`src/sv/sapd_pkg.sv`:
```
// Shared types and constants for the STAP-A aggregation deframer.
// Holds the parser phase, status codes, result record and queue sizing.
// No dependencies.
package sapd_pkg;

  localparam int unsigned QDEPTH = 2;
  localparam int unsigned QPTR_W = (QDEPTH > 1) ? $clog2(QDEPTH) : 1;
  localparam int unsigned QCNT_W = $clog2(QDEPTH + 1);

  localparam logic [7:0] FORBIDDEN_BIT = 8'h80;
  localparam logic [4:0] TYPE_MASK = 5'h1F;

  typedef enum logic [2:0] {
    PH_HEADER  = 3'd0,
    PH_SIZE_HI = 3'd1,
    PH_SIZE_LO = 3'd2,
    PH_DATA    = 3'd3,
    PH_DISCARD = 3'd4
  } phase_t;

  typedef enum logic [1:0] {
    ST_OK         = 2'd0,
    ST_FORBIDDEN  = 2'd1,
    ST_TRUNC_SIZE = 2'd2,
    ST_TRUNC_NALU = 2'd3
  } status_t;

  typedef struct packed {
    logic [7:0] nalu_byte;
    logic       byte_valid;
    logic       nalu_start;
    logic       nalu_end;
    logic [4:0] unit_type;
    logic [1:0] header_nri;
    logic       packet_end;
    status_t    status;
  } res_t;

endpackage

```
`src/sv/sapd_front.sv`:
```
// Front part of the deframer: accepts payload bytes and classifies them.
// Tracks header, size and NALU phases and forms a result record for each NALU byte,
// each zero-size unit and each packet end. Depends on sapd_pkg.
module sapd_front (
  input  logic          clk,
  input  logic          rst,
  input  logic          s_tvalid,
  output logic          s_tready,
  input  logic [7:0]    s_tdata,
  input  logic          s_tlast,
  input  logic          q_full,
  output logic          push,
  output sapd_pkg::res_t push_res
);

  sapd_pkg::phase_t phase, phase_next;
  logic [7:0]       size_high, size_high_next;
  logic [15:0]      bytes_left, bytes_left_next;
  logic             first_pending, first_pending_next;
  logic [1:0]       kept_nri, kept_nri_next;
  logic [4:0]       kept_type, kept_type_next;
  logic             accept;
  logic [15:0]      size;
  logic [4:0]       cur_type;
  logic             nalu_done;

  assign s_tready = !q_full;
  assign accept   = s_tvalid && s_tready;
  assign size     = {size_high, s_tdata};
  assign cur_type = first_pending ? (s_tdata[4:0] & sapd_pkg::TYPE_MASK) : kept_type;
  assign nalu_done = (bytes_left == 16'd1);

  always_ff @(posedge clk) begin
    if (rst) begin
      phase         <= sapd_pkg::PH_HEADER;
      size_high     <= '0;
      bytes_left    <= '0;
      first_pending <= 1'b0;
      kept_nri      <= '0;
      kept_type     <= '0;
    end else if (accept) begin
      phase         <= phase_next;
      size_high     <= size_high_next;
      bytes_left    <= bytes_left_next;
      first_pending <= first_pending_next;
      kept_nri      <= kept_nri_next;
      kept_type     <= kept_type_next;
    end
  end

  always_comb begin
    phase_next         = phase;
    size_high_next     = size_high;
    bytes_left_next    = bytes_left;
    first_pending_next = first_pending;
    kept_nri_next      = kept_nri;
    kept_type_next     = kept_type;
    push_res           = '0;
    push_res.status    = sapd_pkg::ST_OK;
    push               = 1'b0;
    unique case (phase)
      sapd_pkg::PH_HEADER: begin
        if ((s_tdata & sapd_pkg::FORBIDDEN_BIT) != 8'h00) begin
          kept_nri_next = '0;
          if (s_tlast) begin
            push                = accept;
            push_res.packet_end = 1'b1;
            push_res.status     = sapd_pkg::ST_FORBIDDEN;
          end else begin
            phase_next = sapd_pkg::PH_DISCARD;
          end
        end else begin
          kept_nri_next = s_tdata[6:5];
          if (s_tlast) begin
            push                = accept;
            push_res.header_nri = s_tdata[6:5];
            push_res.packet_end = 1'b1;
          end else begin
            phase_next = sapd_pkg::PH_SIZE_HI;
          end
        end
      end
      sapd_pkg::PH_SIZE_HI: begin
        size_high_next = s_tdata;
        if (s_tlast) begin
          phase_next          = sapd_pkg::PH_HEADER;
          push                = accept;
          push_res.header_nri = kept_nri;
          push_res.packet_end = 1'b1;
          push_res.status     = sapd_pkg::ST_TRUNC_SIZE;
        end else begin
          phase_next = sapd_pkg::PH_SIZE_LO;
        end
      end
      sapd_pkg::PH_SIZE_LO: begin
        if (size == 16'd0) begin
          phase_next          = s_tlast ? sapd_pkg::PH_HEADER : sapd_pkg::PH_SIZE_HI;
          push                = accept;
          push_res.nalu_start = 1'b1;
          push_res.nalu_end   = 1'b1;
          push_res.header_nri = kept_nri;
          push_res.packet_end = s_tlast;
        end else if (s_tlast) begin
          phase_next          = sapd_pkg::PH_HEADER;
          push                = accept;
          push_res.header_nri = kept_nri;
          push_res.packet_end = 1'b1;
          push_res.status     = sapd_pkg::ST_TRUNC_NALU;
        end else begin
          bytes_left_next    = size;
          first_pending_next = 1'b1;
          phase_next         = sapd_pkg::PH_DATA;
        end
      end
      sapd_pkg::PH_DATA: begin
        kept_type_next      = cur_type;
        first_pending_next  = 1'b0;
        bytes_left_next     = bytes_left - 16'd1;
        push                = accept;
        push_res.nalu_byte  = s_tdata;
        push_res.byte_valid = 1'b1;
        push_res.nalu_start = first_pending;
        push_res.unit_type  = cur_type;
        push_res.header_nri = kept_nri;
        if (nalu_done) begin
          phase_next          = s_tlast ? sapd_pkg::PH_HEADER : sapd_pkg::PH_SIZE_HI;
          push_res.nalu_end   = 1'b1;
          push_res.packet_end = s_tlast;
        end else if (s_tlast) begin
          phase_next          = sapd_pkg::PH_HEADER;
          push_res.packet_end = 1'b1;
          push_res.status     = sapd_pkg::ST_TRUNC_NALU;
        end
      end
      sapd_pkg::PH_DISCARD: begin
        if (s_tlast) begin
          phase_next          = sapd_pkg::PH_HEADER;
          push                = accept;
          push_res.packet_end = 1'b1;
          push_res.status     = sapd_pkg::ST_FORBIDDEN;
        end
      end
      default: begin
        phase_next = sapd_pkg::PH_HEADER;
      end
    endcase
  end

endmodule

```
`src/sv/sapd_queue.sv`:
```
// Short result queue between the deframer front and back parts.
// Holds classified result records so either side may stall on its own.
// Depends on sapd_pkg.
module sapd_queue (
  input  logic           clk,
  input  logic           rst,
  input  logic           push,
  input  sapd_pkg::res_t push_res,
  output logic           full,
  input  logic           pop,
  output logic           empty,
  output sapd_pkg::res_t pop_res
);

  sapd_pkg::res_t                    mem [sapd_pkg::QDEPTH];
  logic [sapd_pkg::QPTR_W-1:0]       wr_ptr;
  logic [sapd_pkg::QPTR_W-1:0]       rd_ptr;
  logic [sapd_pkg::QCNT_W-1:0]       count;
  logic                              do_push;
  logic                              do_pop;

  localparam logic [sapd_pkg::QPTR_W-1:0] PTR_LAST = sapd_pkg::QPTR_W'(sapd_pkg::QDEPTH - 1);
  localparam logic [sapd_pkg::QCNT_W-1:0] CNT_FULL = sapd_pkg::QCNT_W'(sapd_pkg::QDEPTH);

  assign full    = (count == CNT_FULL);
  assign empty   = (count == '0);
  assign do_push = push && !full;
  assign do_pop  = pop && !empty;
  assign pop_res = mem[rd_ptr];

  always_ff @(posedge clk) begin
    if (do_push) begin
      mem[wr_ptr] <= push_res;
    end
  end

  always_ff @(posedge clk) begin
    if (rst) begin
      wr_ptr <= '0;
      rd_ptr <= '0;
      count  <= '0;
    end else begin
      if (do_push) begin
        wr_ptr <= (wr_ptr == PTR_LAST) ? '0 : wr_ptr + 1'b1;
      end
      if (do_pop) begin
        rd_ptr <= (rd_ptr == PTR_LAST) ? '0 : rd_ptr + 1'b1;
      end
      if (do_push && !do_pop) begin
        count <= count + 1'b1;
      end else if (do_pop && !do_push) begin
        count <= count - 1'b1;
      end
    end
  end

endmodule

```
`src/sv/sapd_back.sv`:
```
// Back part of the deframer: drives the result stream from an output register.
// Pops the queue whenever it holds a record and the register is empty or being taken.
// Depends on sapd_pkg.
module sapd_back (
  input  logic           clk,
  input  logic           rst,
  input  logic           q_empty,
  input  sapd_pkg::res_t q_res,
  output logic           pop,
  output logic           m_tvalid,
  input  logic           m_tready,
  output sapd_pkg::res_t m_res
);

  assign pop = !q_empty && (!m_tvalid || m_tready);

  always_ff @(posedge clk) begin
    if (rst) begin
      m_tvalid <= 1'b0;
    end else if (!m_tvalid || m_tready) begin
      m_tvalid <= !q_empty;
    end
  end

  always_ff @(posedge clk) begin
    if (pop) begin
      m_res <= q_res;
    end
  end

endmodule

```
`src/sv/stap_a_aggregation_deframer_unit.sv`:
```
// Splits an RTP H.264 STAP-A payload, one byte per transfer with tlast on the
// packet's final byte, into NALU bytes with start/end marks, type, NRI and a
// packet status. One byte is taken every clock while the queue is not full; the
// parser decides each byte in the cycle it arrives and a two-entry queue plus
// the output register keep input flowing while the result side stalls.
// Depends on sapd_pkg, sapd_front, sapd_queue and sapd_back.
module stap_a_aggregation_deframer_unit (
  input  logic        clk,
  input  logic        rst,
  input  logic        s_tvalid,
  output logic        s_tready,
  input  logic [7:0]  s_tdata,  // [7:0] data_byte
  input  logic        s_tlast,
  output logic        m_tvalid,
  input  logic        m_tready,
  output logic [23:0] m_tdata,  // [7:0] nalu_byte, [12:8] unit_type,
                                // [14:13] header_nri, [16:15] status, rest zero
  output logic [2:0]  m_tuser,  // [0] byte_valid, [1] nalu_start, [2] nalu_end
  output logic        m_tlast
);

  logic           q_full;
  logic           q_empty;
  logic           push;
  logic           pop;
  sapd_pkg::res_t push_res;
  sapd_pkg::res_t q_res;
  sapd_pkg::res_t m_res;

  sapd_front u_front (
    .clk      (clk),
    .rst      (rst),
    .s_tvalid (s_tvalid),
    .s_tready (s_tready),
    .s_tdata  (s_tdata),
    .s_tlast  (s_tlast),
    .q_full   (q_full),
    .push     (push),
    .push_res (push_res)
  );

  sapd_queue u_queue (
    .clk      (clk),
    .rst      (rst),
    .push     (push),
    .push_res (push_res),
    .full     (q_full),
    .pop      (pop),
    .empty    (q_empty),
    .pop_res  (q_res)
  );

  sapd_back u_back (
    .clk      (clk),
    .rst      (rst),
    .q_empty  (q_empty),
    .q_res    (q_res),
    .pop      (pop),
    .m_tvalid (m_tvalid),
    .m_tready (m_tready),
    .m_res    (m_res)
  );

  assign m_tdata = {7'd0, m_res.status, m_res.header_nri, m_res.unit_type, m_res.nalu_byte};
  assign m_tuser = {m_res.nalu_end, m_res.nalu_start, m_res.byte_valid};
  assign m_tlast = m_res.packet_end;

endmodule

```
`config.mk`:
```
export PLATFORM = sky130hd
export DESIGN_NAME = stap_a_aggregation_deframer_unit
export DESIGN_NICKNAME = d
export VERILOG_FILES = /design/src/sv/sapd_pkg.sv /design/src/sv/sapd_front.sv /design/src/sv/sapd_queue.sv /design/src/sv/sapd_back.sv /design/src/sv/stap_a_aggregation_deframer_unit.sv
export SDC_FILE = /design/constraint.sdc
export NUM_CORES = 1
export LEC_CHECK = 0
export ABC_AREA = 1
export BUFFER_PORTS_ARGS = -buffer_cell sky130_fd_sc_hd__buf_2
export CORE_MARGIN = 8
export CORE_UTILIZATION = 30
export CTS_BUF_LIST = sky130_fd_sc_hd__clkbuf_16
export CTS_CLUSTER_SIZE = 40
export DETAILED_ROUTE_END_ITERATION = 10
export GPL_TIMING_DRIVEN = 0
export PLACE_DENSITY = 0.5
export SLEW_MARGIN = 20
export SYNTH_ARGS = -nofsm -noshare
export SYNTH_HDL_FRONTEND = slang
export SYNTH_SLANG_ARGS = --single-unit
export TNS_END_PERCENT = 1
```
`constraint.sdc`:
```
create_clock -name clk -period 3.28 [get_ports clk]
set_clock_uncertainty 0.05 [all_clocks]
set_input_delay 0.164 -clock clk [delete_from_list [all_inputs] [get_ports clk]]
set_output_delay 0.164 -clock clk [all_outputs]
set_load 0.03 [all_outputs]
```
======== Word-level counts from Yosys, hierarchy flattened ========
Memories as Yosys holds them, arrays and structs flattened. A register that Yosys moved wholly into a read port is not among the register bits.
Index checks and enable logic that the tools add are counted.
storage, ports and cells
  bits in registers ....................... 40
  memory bits (writable) .................. 42
  input bits .............................. 13
  logic and storage cells ................. 94
  memories ................................ 1
operators by class
  $add $sub $neg .......................... 5
  equal/unequal tests ..................... 9
  multiplexer cells ....................... 46
  reductions and logical operators ........ 23
memory list
  name         words  bits a word  rd ports  clocked after Yosys merged registers in  wr ports  line              RTL
  u_queue.mem  2      21           1         1                                        1         sapd_queue.sv:15  sapd_pkg::res_t mem [sapd_pkg::QDEPTH];
operators by type and width
  kind                     count
  $mux W16                 2
  $pmux W16 S2             1
  $mux W3                  10
  $pmux W3 S5              2
  $mux W2                  10
  $mux W5                  4
  $eq A16 B1 Y1 const B    1
  $logic_not A16 Y1        1
  $sub A16 B1 Y16 const B  1
  $mux W1                  12
  $mux W9                  1
  $pmux W2 S4              1
  $reduce_and A2 Y1        4
  $eq A3 B2 Y1 const B     2
  $logic_and A1 B1 Y1      6
  $ne A2 B2 Y1 const B     3
  $logic_not A1 Y1         5
  $pmux W2 S2              1
  $reduce_and A4 Y1        1
  $reduce_bool A2 Y1       2
  $eq A3 B1 Y1 const B     1
  $eq A3 B3 Y1 const B     1
  $logic_not A3 Y1         1
  $pmux W1 S3              1
  other kinds (8)          9

======== Depth between registers and ports, before layout ========
Gate-level depths: netlist of run 1.
  depth after elaboration ................. 11
  gate-level depth with buffers ........... 13
  gate-level depth less buffers ........... 12

======== Modules after synthesis ========
A second synthesis of run 1 with hierarchy kept.
unflattened totals
  cells, all modules ...................... 511
  area total of the unflattened synthesis .. 4752.1 um^2
modules (own cells, without submodules)
  module                            instances  cells each  area an instance (um^2)
  sapd_front                        1          375         2255.9
  sapd_queue                        1          102         1765.4
  sapd_back                         1          26          674.4
  stap_a_aggregation_deframer_unit  1          8           56.3

======== Least setup slack after synthesis of run 1 ========
OpenSTA, ideal clock, no wires.
  kind .................................... register -> register
  start point ............................. reg u_back.m_tvalid
  end point ............................... reg u_queue.count[1] in the netlist's numbering
  setup time .............................. 122 ps
  arrival time ............................ 2562 ps
  data required time ...................... 3108 ps
  path slack .............................. 546 ps
  cell stages (with the launch flop) ...... 10
  path buffers ............................ 0
  period minus slack after synthesis ...... 2734 ps
  path through ............................ dfxtp_1 > inv_1 > nor2_1 > a21oi_1 > inv_1 > ha_1 > a21oi_1 > o21ai_0 > o21ai_0 > a21oi_1
between the ends
  word-level cells in the longest chain between the ends .. 7
  elaborated cells on any way between the ends .. 9
  classes of those cells .................. mux (1); reduce/logical (8)
ends and longest elaborated chain
  item                                                  line                                    RTL
  start: declaration                                    sapd_back.sv:10                         output logic m_tvalid,
  start signal: assignment                              sapd_back.sv:21                         m_tvalid <= !q_empty;
  $logic_not A1 Y1 (*)                                  sapd_back.sv:15                         assign pop = !q_empty && (!m_tvalid || m_tready);
  $logic_or A1 B1 Y1 (*)                                sapd_back.sv:15
  $logic_and A1 B1 Y1 (*)                               sapd_back.sv:15
  named net pop                                         stap_a_aggregation_deframer_unit.sv:25  logic pop;
  $logic_and A1 B1 Y1 (*)                               sapd_queue.sv:28                        assign do_pop = pop && !empty;
  $logic_not A1 Y1                                      sapd_queue.sv:49                        if (do_push && !do_pop) begin
  $logic_and A1 B1 Y1                                   sapd_queue.sv:49
  $mux W2 / $reduce_bool A2 Y1 (equally long branches)  -
  end signal: assignment                                sapd_queue.sv:50                        count <= count + 1'b1;
  end signal: assignment                                sapd_queue.sv:52                        count <= count - 1'b1;
  end: declaration                                      sapd_queue.sv:18                        logic [sapd_pkg::QCNT_W-1:0] count;
The timed path passes the listed nets; every way through them passes the cells marked *.
A chain may end at the register's enable or synchronous reset.

======== Final worst setup path of run 1 ========
  start point ............................. reg u_front.size_high[0]
  end point ............................... mem u_queue.mem[1][15] in the netlist's numbering, enable pin
between the ends
  word-level cells in the longest chain between the ends .. 6
ends and longest elaborated chain
  item                           line              RTL
  start: declaration             sapd_front.sv:17  logic [7:0] size_high, size_high_next;
  start signal: assignment       sapd_front.sv:43  size_high <= size_high_next;
  $logic_not A16 Y1              sapd_front.sv:96  if (size == 16'd0) begin
  $mux W1                        sapd_front.sv:96
  $pmux W1 S3                    sapd_front.sv:61  unique case (phase)
  $logic_and A1 B1 Y1            sapd_queue.sv:27  assign do_push = push && !full;
  $mux W1                        sapd_queue.sv:32  if (do_push) begin
  $mux W1 (not written as such)  sapd_queue.sv:33  mem[wr_ptr] <= push_res;
  end: declaration               sapd_queue.sv:15
No other way between the ends.

==> key figures, run 1 <==
Synthesis
  • Avg Synthesized Cell Area: 8.73 sq um
  • Area leader, netlist: edfxtp_1
  • Top post-synthesis cells by area: edfxtp_1 (40%), dfxtp_1 (17%), nand2_1 (12%), nor2_1 (6.4%), o21ai_0 (3.9%)
  • Yosys top cell area share: 0.402
  • FF+latch count, synth: 103
  • Synth Instances: 539
  • Yosys warns: 0
  • Sequential fraction of the synthesis area: 0.572
  • Post-Syn Area: 4700 sq um
  • Post-synthesis cell type count: 35

Timing
  • Post-route clock period utilization: 0.701
  • Slew @ Worst Pin: 0.918 ns
  • Setup tns final: 0 ns
  • Final-report max-slew violation count: 0
  • Final Hold Viols: 0
  • Tmin final: 2.30 ns
  • Achievable Freq: 435 MHz
  • Final setup vio count: 0
  • RSZ-0062 raised after global routing: false
  • Slew HR: 0.387

Power and ir drop
  • VDD IR max: 369 uV
  • Logic gate share of total power: 0.299
  • Internal power: 2.53 mW
  • PwrDens: 715 nW/um^2
  • Sequential power share: 0.450
  • Lkg Pwr: 2.27 nW
  • Net Sw Frac: 0.356
  • Switch Pwr: 1.39 mW
  • Clk pwr share: 0.251

Outcome
  • Status: finished clean

Worst setup path
  • CP Cell Sequence: nor2_1, nand2_1, nor2_1, nand3_4, nand3_1, nand3_1, inv_1
  • WP data arrival: 2.22 ns
  • Max stage delay on crit path: 0.68 ns
  • R2R depth: 7
  • FF-to-FF setup slack: 0.98 ns
  • Crit path max fanout: 21
  • Worst R2R Start: u_front.size_high[0]
  • Worst setup SP type: register
  • WP data required: 3.20 ns
  • FF-to-FF End: u_queue.mem[1][15]
  • Setup CP Type: reg2reg
  • Max stage delay cell, worst path: inv_1
  • Crit. End Element: register

Floorplanning
  • Chip Height: 141 microns
  • Top Ports: 43
  • Core area: 15,300 sq um
  • Cell Rows: 45
  • Die X: 141 microns
  • Die area: 19,900 sq um
  • Initial Util: 0.308

Placed design
  • DP HPWL: 8250 microns
  • RePlAce Congestion: 0.839
  • Buffers on Ports: 35

Clock network
  • Root buffer cell: clkbuf_16
  • TritonCTS buffer count: 9
  • Clk slew on worst S/H paths: 0.07 ns
  • Later-pin clock latency in the skew report: 0.35 ns
  • Hold_buf cts: 0
  • CTS tree: built
  • Clk buf depth: 2
  • Cts repair resizes: 0
  • H-Tree Depth: 3
  • Post-CTS Setup Bufs: 0
  • CTS sink count: 103

Finish
  • Commonest non-fill, non-tap cell in the layout: nand2_1
  • Commonest cells after routing, fill and taps aside: nand2_1 (145), nor2_1 (79), edfxtp_1 (63)
  • Share of post-route cells with drive strength above 1: 0.149
  • Nets: 609
  • # diodes: 0
  • Final core occ: 0.360
  • Number of fill cells: 1,582
  • Area Growth Syn to Fin: 16.7%

Flow run
  • Max Cap Viol: 0

Detailed routing
  • Post-DR wirelength/cell: 13.9 microns
  • Drc violations: 0
  • WL final: 11,200 microns
  • Via Count: 3,665
  • Drt initial violations: 322
  • Detail Route Antenna Nets: 0
  • Via density: 4.53
  • TritonRoute pass-1 iters: 5

Worst hold path
  • Hold depth: 4
  • Min-Delay Path Class: in2reg
  • Hold Startpoint: m_tready
  • Hold Crit Endpoint: u_back.m_tvalid

Global route
  • Largest net degree at the start of global routing: 24
  • Initial antenna violation count: 0
  • Global route overflow: 0
  • Top Usage Layer GRT: met2
  • Vias in the first global route: 3,512
  • Total track usage: 0.117
  • Met3 usage: 0.0334
  • First-pass GRT wire length: 18,200 microns
  • Met2 usage: 0.197
  • M1 GR Usage: 0.139
## power groups by stage
stage / sequential, mW / combinational, mW / clock, mW
6_report: 1.77 / 1.17 / 0.986
3_5_place_dp: 1.80 / 1.19 / 0
5_1_grt: 1.79 / 1.30 / 1.07
3_3_place_gp: 1.80 / 1.11 / 0
2_1_floorplan: 2.10 / 0.497 / 0
4_1_cts: 1.77 / 1.19 / 1.03
## through the flow
step | cell area (sq um) | total power [mW] | setup WS (ns) | hold slack (ns) | instances
floorplan | 4730 | 2.60 | 0.546 | 0.282 | 545
global placement | 5160 | 2.92 | -0.0279 | 0.386 | 791
detailed placement | 5220 | 2.99 | 0.947 | 0.399 | 793
CTS | 5490 | 3.99 | 0.928 | 0.0854 | 809
global route | 5490 | 4.16 | 0.794 | 0.115 | 809
finish | 5490 | 3.92 | 0.979 | 0.0967 | 809
## cells in the mapped netlist
| library cell | instances |
|---|---|
| o22ai_1 | 1 |
| xor2_1 | 1 |
| or2_2 | 4 |
| buf_6 | 2 |
| nand4_1 | 6 |
| nor3_2 | 1 |
| xnor2_1 | 1 |
| nor3_1 | 2 |
| inv_1 | 44 |
| nor2_4 | 1 |
| o21ai_1 | 4 |
| nand3_1 | 19 |
| nand2_4 | 1 |
| buf_2 | 3 |
| nand2_1 | 145 |
| nand3_4 | 2 |
| dfxtp_1 | 40 |
| buf_4 | 11 |
| nor2_2 | 6 |
| edfxtp_1 | 63 |
| a211oi_1 | 5 |
| a31oi_1 | 2 |
| a21oi_1 | 35 |
| nor4_1 | 1 |
| a21oi_4 | 1 |
| ha_1 | 3 |
| o2111ai_1 | 1 |
| nand3b_1 | 2 |
| o21ai_0 | 37 |
| conb_1 | 1 |
| nor2_1 | 80 |
| a211oi_2 | 1 |
| clkbuf_1 | 9 |
| a21oi_2 | 1 |
| inv_2 | 3 |
## sequential cells by signal, summed over array words and instances, names as in the netlist
signal and flops:
u_back.m_res 21, u_front.kept_type 5, u_queue.mem 42, u_queue.count 2, u_front.size_high 8, u_queue.rd_ptr 1, u_back.m_tvalid 1, u_front.phase 3
u_queue.wr_ptr 1, u_front.bytes_left 16, u_front.kept_nri 2, u_front.first_pending 1
## worst max-delay path, delay by kind of cell (launching register included)
| family | cells | cell delay [ns] |
|---|---|---|
| and+or+nand+nor | 6 | 0.85 |
| DFF | 1 | 0.33 |
| buffers and inverters | 1 | 0.68 |
## kinds of logic after synthesis
group	Yosys count	share of synthesized area
AND/OR/NAND/NOR	270	0.242
flip-flops	103	0.572
AO/OA/AOI/OAI	88	0.103
buffers and inverters	72	0.0702
adder cells (fa/ha/maj)	3	0.00798
XOR/XNOR	2	0.00373
other	1	0.000797
## worst max path at each step
stage,cells past startpoint,slack (ns),startpoint,to
floorplan,9,0.55,u_back.m_tvalid,u_queue.count[1]
global placement,9,-0.03,u_back.m_tvalid,u_queue.count[1]
detailed placement,7,0.95,u_front.size_high[6],u_queue.mem[1][13]
CTS,7,0.93,u_front.size_high[0],u_queue.mem[1][15]
global route,7,0.79,u_front.size_high[4],u_queue.mem[1][15]
finish,7,0.98,u_front.size_high[0],u_queue.mem[1][15]
## layer usage
metal  vias to the layer above  share of wire
met5                         -              0
met4                         0          0.018
met3                        16          0.047
met2                        84           0.48
met1                      1693           0.46
li1                       1872              -
## final cells by class
cell class	count	area, sq um	share of cell area
Sequential cell	103	2690	0.491
Multi-Input combinational cell	370	1720	0.313
Tap cell	211	264	0.0481
Clock buffer	9	225	0.0410
Timing Repair Buffer	37	218	0.0397
Inverter	47	176	0.0321
Buffer	25	154	0.0280
Clock inverter	7	42.5	0.00775
Note: power is estimated with default switching activity, not from simulation.
==> inputs of run 2 (changes only) <==
--- a/config.mk
+++ b/config.mk
@@ -13,7 +13,7 @@
 export CTS_CLUSTER_SIZE = 40
 export DETAILED_ROUTE_END_ITERATION = 10
 export GPL_TIMING_DRIVEN = 0
-export PLACE_DENSITY = 0.5
+export PLACE_DENSITY = 0.52
 export SLEW_MARGIN = 20
 export SYNTH_ARGS = -nofsm -noshare
 export SYNTH_HDL_FRONTEND = slang
==> constraint.sdc (replaced) <==
create_clock -name clk -period 2 [get_ports clk]
set_clock_uncertainty 0.05 [all_clocks]
set_input_delay 0.1 -clock clk [delete_from_list [all_inputs] [get_ports clk]]
set_output_delay 0.1 -clock clk [all_outputs]
set_load 0.03 [all_outputs]
==> run 2 against run 1 <==
Net effect:
- sequential power increased by 64%
- routed wire length increased by 4.6%
- total power increased by 70%
- global-route usage rose by 0.054 points
- critical path type unchanged
==> key figures, run 2 (synthesis gave the netlist of run 1 again) <==
Placed design
  • Buffers on Ports: 35
  • RePlAce Congestion: 0.839
  • DP HPWL: 8080 microns
  • Pre-CTS WS: -0.255 ns

Timing
  • Slew @ Worst Pin: 0.892 ns
  • Setup tns final: 0 ns
  • Achievable Freq: 505 MHz
  • RSZ-0062 raised after global routing: true
  • Final-report max-slew violation count: 0
  • Setup ws final: 0.0192 ns
  • Final setup vio count: 0
  • Final Hold Viols: 0
  • Tmin final: 1.98 ns
  • Slew HR: 0.405
  • Post-route clock period utilization: 0.990

Floorplanning
  • Die area: 19,900 sq um
  • Initial Util: 0.308
  • Die X: 141 microns
  • Cell Rows: 45
  • Top Ports: 43
  • Core area: 15,300 sq um
  • Chip Height: 141 microns

Worst setup path
  • Crit. End Element: register
  • Most common cell on crit path: nor2_2
  • CP Cell Sequence: inv_2, nand3_1, nor2_2, nor3_4, nand3_2, nand2_2, nor2_2
  • WP data required: 1.94 ns
  • Max stage delay on crit path: 0.46 ns
  • Buf/Inv on CP: 1
  • WP data arrival: 1.92 ns
  • Delay-heaviest family, CP: simple AND/OR/NAND/NOR gates
  • Worst setup SP type: register
  • Max stage delay cell, worst path: nor2_2
  • Crit path max fanout: 10
  • Setup CP Type: reg2reg

Clock network
  • TritonCTS buffer count: 9
  • Later-pin clock latency in the skew report: 0.35 ns
  • Root buffer cell: clkbuf_16
  • CTS sink count: 103
  • CTS tree: built
  • Clk buf depth: 2
  • Clk slew on worst S/H paths: 0.07 ns
  • H-Tree Depth: 3

Global route
  • Met2 usage: 0.199
  • Global route overflow: 0
  • Largest net degree at the start of global routing: 26
  • Vias in the first global route: 3,543
  • M1 GR Usage: 0.138
  • Initial antenna violation count: 0
  • Total track usage: 0.117
  • Top Usage Layer GRT: met2
  • Met3 usage: 0.0331
  • First-pass GRT wire length: 18,400 microns

Detailed routing
  • Drt initial violations: 322
  • Via Count: 3,706
  • Detail Route Antenna Nets: 0
  • Via density: 4.55
  • Post-DR wirelength/cell: 14.4 microns
  • WL final: 11,800 microns
  • Drc violations: 0
  • TritonRoute pass-1 iters: 5

Power and ir drop
  • Lkg Pwr: 2.28 nW
  • VDD IR max: 499 uV
  • PwrDens: 1190 nW/um^2

Worst hold path
  • Min-Delay Path Class: in2reg

Finish
  • # diodes: 0
  • Commonest cells after routing, fill and taps aside: nand2_1 (142), nor2_1 (76), edfxtp_1 (63)
  • Max FFs per register: 42
  • Largest Register: u_queue.mem
  • Share of post-route cells with drive strength above 1: 0.184
  • Top Registers: u_queue.mem x42, u_back.m_res x21, u_front.bytes_left x16
  • Nets: 614
  • Area Growth Syn to Fin: 19.3%
  • Number of fill cells: 1,552
  • Commonest non-fill, non-tap cell in the layout: nand2_1

Flow run
  • Max Cap Viol: 0

Outcome
  • Status: finished clean
## run 2: changes by cell type in the layout (fill, tap and decap cells not counted), sizes merged
| cell | previous run | this run |
|---|---|---|
| a21oi | 37 | 38 |
| buf | 53 | 55 |
| bufinv | 0 | 1 |
| clkinv | 4 | 3 |
| clkinvlp | 0 | 2 |
| inv | 50 | 49 |
| nor2 | 87 | 88 |
## run 2: worst reg2reg max path: stages (launching register included)
cell and delay, ns:
dfxtp_4 0.37, inv_2 0.11, nand3_1 0.19, nor2_2 0.21, nor3_4 0.05, nand3_2 0.08, nand2_2 0.10, nor2_2 0.46
## run 2: metrics by stage
stage | hold WS [ns] | area, sq um | util | std cells | power [mW]
2_1_floorplan | 0.218 | 4740 | - | 545 | 4.28
6_report | 0.0472 | 5610 | 0.368 | 814 | 6.69
5_1_grt | 0.0604 | 5610 | 0.368 | 814 | 7.07
4_1_cts | 0.0326 | 5510 | 0.361 | 809 | 6.64
3_5_place_dp | 0.393 | 5180 | 0.340 | 791 | 4.83
3_3_place_gp | 0.387 | 5180 | 0.340 | 791 | 4.79
## run 2: cell type report
class                           instances  area (sq um)  share of cell area
Tap cell                              211           264              0.0470
Timing Repair Buffer                   39           218              0.0388
Clock buffer                            9           225              0.0401
Timing Repair inverter                  1          7.51             0.00134
Multi-Input combinational cell        372          1790               0.319
Sequential cell                       103          2700               0.481
Buffer                                 25           154              0.0274
Inverter                               47           180              0.0321
Clock inverter                          7          76.3              0.0136
## run 2: path summary, 6_finish.rpt
check,startpoint,endpoint,slack (ns),cells past startpoint
worst max-delay path,u_front.phase[2],u_queue.mem[0][3],0.02,7
worst max register to register,u_front.phase[2],u_queue.mem[0][3],0.02,7
worst min register to register,u_front.kept_nri[1],u_front.kept_nri[1],0.40,2
worst min-delay path,s_tdata[2],u_front.size_high[2],0.05,3
## run 2: routing by layer
layer  part of all wire  wire length, microns  vias up
li1                   -                     -     1889
met1               0.45                  5280     1706
met2               0.48                  5590       98
met3              0.059                   691       13
met4              0.016                   187        0
met5                  0                     0        -
## run 2: power breakdown
part | internal [mW] | total [mW] | switching [mW] | leakage, nW
Clock | 0.984 | 1.79 | 0.807 | 0.150
Combinational | 0.522 | 1.99 | 1.47 | 1.21
Sequential | 2.78 | 2.90 | 0.126 | 0.921
## run 2: repair_timing
item                                    in CTS  in global routing
endpoints found under the setup margin      44                 46
pin swaps                                    2                  5
cloned                                       2                  1
setup buffers                                0                  4
gates resized for setup                      8                 14
hold buffers                                 0                  0
==> inputs of run 3 (changes only) <==
--- a/config.mk
+++ b/config.mk
@@ -8,12 +8,12 @@
 export ABC_AREA = 1
 export BUFFER_PORTS_ARGS = -buffer_cell sky130_fd_sc_hd__buf_2
 export CORE_MARGIN = 8
-export CORE_UTILIZATION = 30
+export CORE_UTILIZATION = 50
 export CTS_BUF_LIST = sky130_fd_sc_hd__clkbuf_16
 export CTS_CLUSTER_SIZE = 40
 export DETAILED_ROUTE_END_ITERATION = 10
 export GPL_TIMING_DRIVEN = 0
-export PLACE_DENSITY = 0.52
+export PLACE_DENSITY = 0.76
 export SLEW_MARGIN = 20
 export SYNTH_ARGS = -nofsm -noshare
 export SYNTH_HDL_FRONTEND = slang
==> run 3 against run 2 <==
Net effect:
- register-to-register slack barely moved
- clock power up 4%
- first-iteration DRC count up 8.4%
- total power grew 0.36%
- cell count down 13%
- global-route usage grew 5.7 points
- sequential cell count stayed put
==> key figures, run 3 (synthesis gave the netlist of run 1 again) <==
Global route
  • Initial antenna violation count: 0
  • First-pass GRT wire length: 17,600 microns
  • Largest net degree at the start of global routing: 22
  • Global route overflow: 0
  • Vias in the first global route: 3,543
  • Total track usage: 0.174

Worst setup path
  • Delay-heaviest family, CP: simple AND/OR/NAND/NOR gates
  • Most common cell on crit path: nor2_4
  • Buf/Inv on CP: 1
  • Worst setup SP type: register
  • WP data arrival: 1.92 ns
  • Max stage delay on crit path: 0.50 ns
  • R2R depth: 7
  • Max stage delay cell, worst path: nor2_4
  • WP data required: 1.93 ns
  • FF-to-FF End: u_queue.mem[0][7]
  • Worst R2R Start: u_front.phase[2]
  • FF-to-FF setup slack: 0.008 ns
  • CP Cell Sequence: inv_4, nand2_4, nor2_4, nand3_4, nand3_2, nand2_2, nor2_4
  • Cell count along the critical path: 7
  • Crit path max fanout: 21
  • Crit. End Element: register
  • Setup CP Type: reg2reg

Timing
  • Post-route clock period utilization: 0.996
  • Final setup vio count: 0
  • Final-report max-slew violation count: 0
  • Setup tns final: 0 ns
  • Achievable Freq: 502 MHz
  • Tmin final: 1.99 ns
  • Setup ws final: 0.00847 ns
  • RSZ-0062 raised after global routing: true
  • Slew HR: 0.444
  • Final Hold Viols: 0
  • Slew @ Worst Pin: 0.834 ns

Power and ir drop
  • Lkg Pwr: 2.28 nW
  • Final Power: 6.71 mW
  • PwrDens: 1220 nW/um^2
  • VDD IR max: 593 uV

Placed design
  • Dpl cells: 691
  • Placed Instance Area: 5060 sq um
  • Buffers on Ports: 35
  • Pre-CTS WS: -0.284 ns
  • DP HPWL: 7280 microns
  • RePlAce Congestion: 0.890

Clock network
  • Root buffer cell: clkbuf_16
  • Clk slew on worst S/H paths: 0.08 ns
  • CTS tree: built
  • Hold_buf cts: 0
  • H-Tree Depth: 3
  • TritonCTS buffer count: 9
  • CTS sink count: 103
  • Later-pin clock latency in the skew report: 0.34 ns
  • Clk buf depth: 2

Finish
  • Commonest cells after routing, fill and taps aside: nand2_1 (142), nor2_1 (76), edfxtp_1 (63)
  • Finished Cell Area: 5480 sq um
  • Nets: 611
  • Number of fill cells: 755
  • Share of post-route cells with drive strength above 1: 0.182
  • Area Growth Syn to Fin: 16.5%
  • Commonest non-fill, non-tap cell in the layout: nand2_1
  • Top Registers: u_queue.mem x42, u_back.m_res x21, u_front.bytes_left x16
  • # diodes: 0
  • Largest Register: u_queue.mem
  • Final Non-Filler Cells: 711
  • Max FFs per register: 42

Floorplanning
  • Die X: 113 microns
  • Chip Height: 113 microns
  • Cell Rows: 35
  • Initial Util: 0.511
  • Core area: 9200 sq um
  • Die area: 12,800 sq um
  • Top Ports: 43

Detailed routing
  • TritonRoute pass-1 iters: 5
  • Detail Route Antenna Nets: 0
  • Via density: 5.32
  • Drc violations: 0
  • WL final: 10,900 microns
  • Post-DR wirelength/cell: 15.3 microns
  • Drt initial violations: 349
  • Via Count: 3,780

Worst hold path
  • Hold depth: 3
  • Hold Crit Endpoint: u_front.size_high[4]
  • Min-Delay Path Class: in2reg
  • Hold Startpoint: s_tdata[4]

Outcome
  • Status: finished clean

Flow run
  • Max Cap Viol: 0
[run 3: changes by cell type in the layout (fill, tap and decap cells not counted), moves of 2 or more]
cell,previous run,this run
inv_6,2,0
inv_8,1,3
nor2_4,4,6
nor2_2,8,5
[run 3: cell type report]
cell class / count / area [sq um] / area share
Buffer: 25 / 154 / 0.0281
Clock buffer: 9 / 225 / 0.0411
Clock inverter: 7 / 97.6 / 0.0178
Inverter: 47 / 183 / 0.0333
Multi-Input combinational cell: 371 / 1790 / 0.326
Sequential cell: 103 / 2700 / 0.492
Tap cell: 111 / 139 / 0.0253
Timing Repair Buffer: 37 / 190 / 0.0347
Timing Repair inverter: 1 / 7.51 / 0.00137
[run 3: worst reg2reg max path: cells and delay by family (launching register included)]
family	cells	cell delay (ns)
simple gates	6	1.12
buf+inv	1	0.08
flops	1	0.36
[run 3: per-layer routing]
metal  vias up  global-route usage  part of all wire
met1      1713               0.203              0.41
met5         -                   0                 0
met3        22              0.0378             0.074
met4         0              0.0773             0.023
met2       164               0.302              0.49
li1       1881                   -                 -
[run 3: repair_timing]
item | in CTS | in global routing
setup endpoints to repair | 43 | 45
resized for setup | 11 | 13
gates cloned | 2 | 0
pin swaps | 2 | 3
setup buffers | 0 | 2
[run 3: stage by stage]
step / utilization / hold WS, ns
finish: 0.596 / 0.0535
global route: 0.596 / 0.0530
CTS: 0.590 / 0.0387
detailed placement: 0.550 / 0.397
global placement: 0.550 / 0.378
floorplan: - / 0.218
[run 3: worst max-delay path by stage]
stage	start	end	slack, ns
3_3_place_gp	u_front.size_high[5]	u_queue.mem[1][19]	-0.25
2_1_floorplan	u_queue.count[0]	u_queue.count[1]	-0.07
5_1_grt	u_front.phase[2]	u_queue.mem[0][6]	-0.09
4_1_cts	u_front.phase[2]	u_queue.mem[0][7]	-0.08
6_report	u_front.phase[2]	u_queue.mem[0][7]	0.008
3_5_place_dp	u_front.size_high[5]	u_queue.mem[1][19]	-0.28
[run 3: power breakdown]
part | leakage, nW | internal (mW) | switching, mW
combinational | 1.20 | 0.499 | 1.44
sequential | 0.921 | 2.78 | 0.127
clock | 0.158 | 1.01 | 0.856
total | 2.28 | 4.29 | 2.42
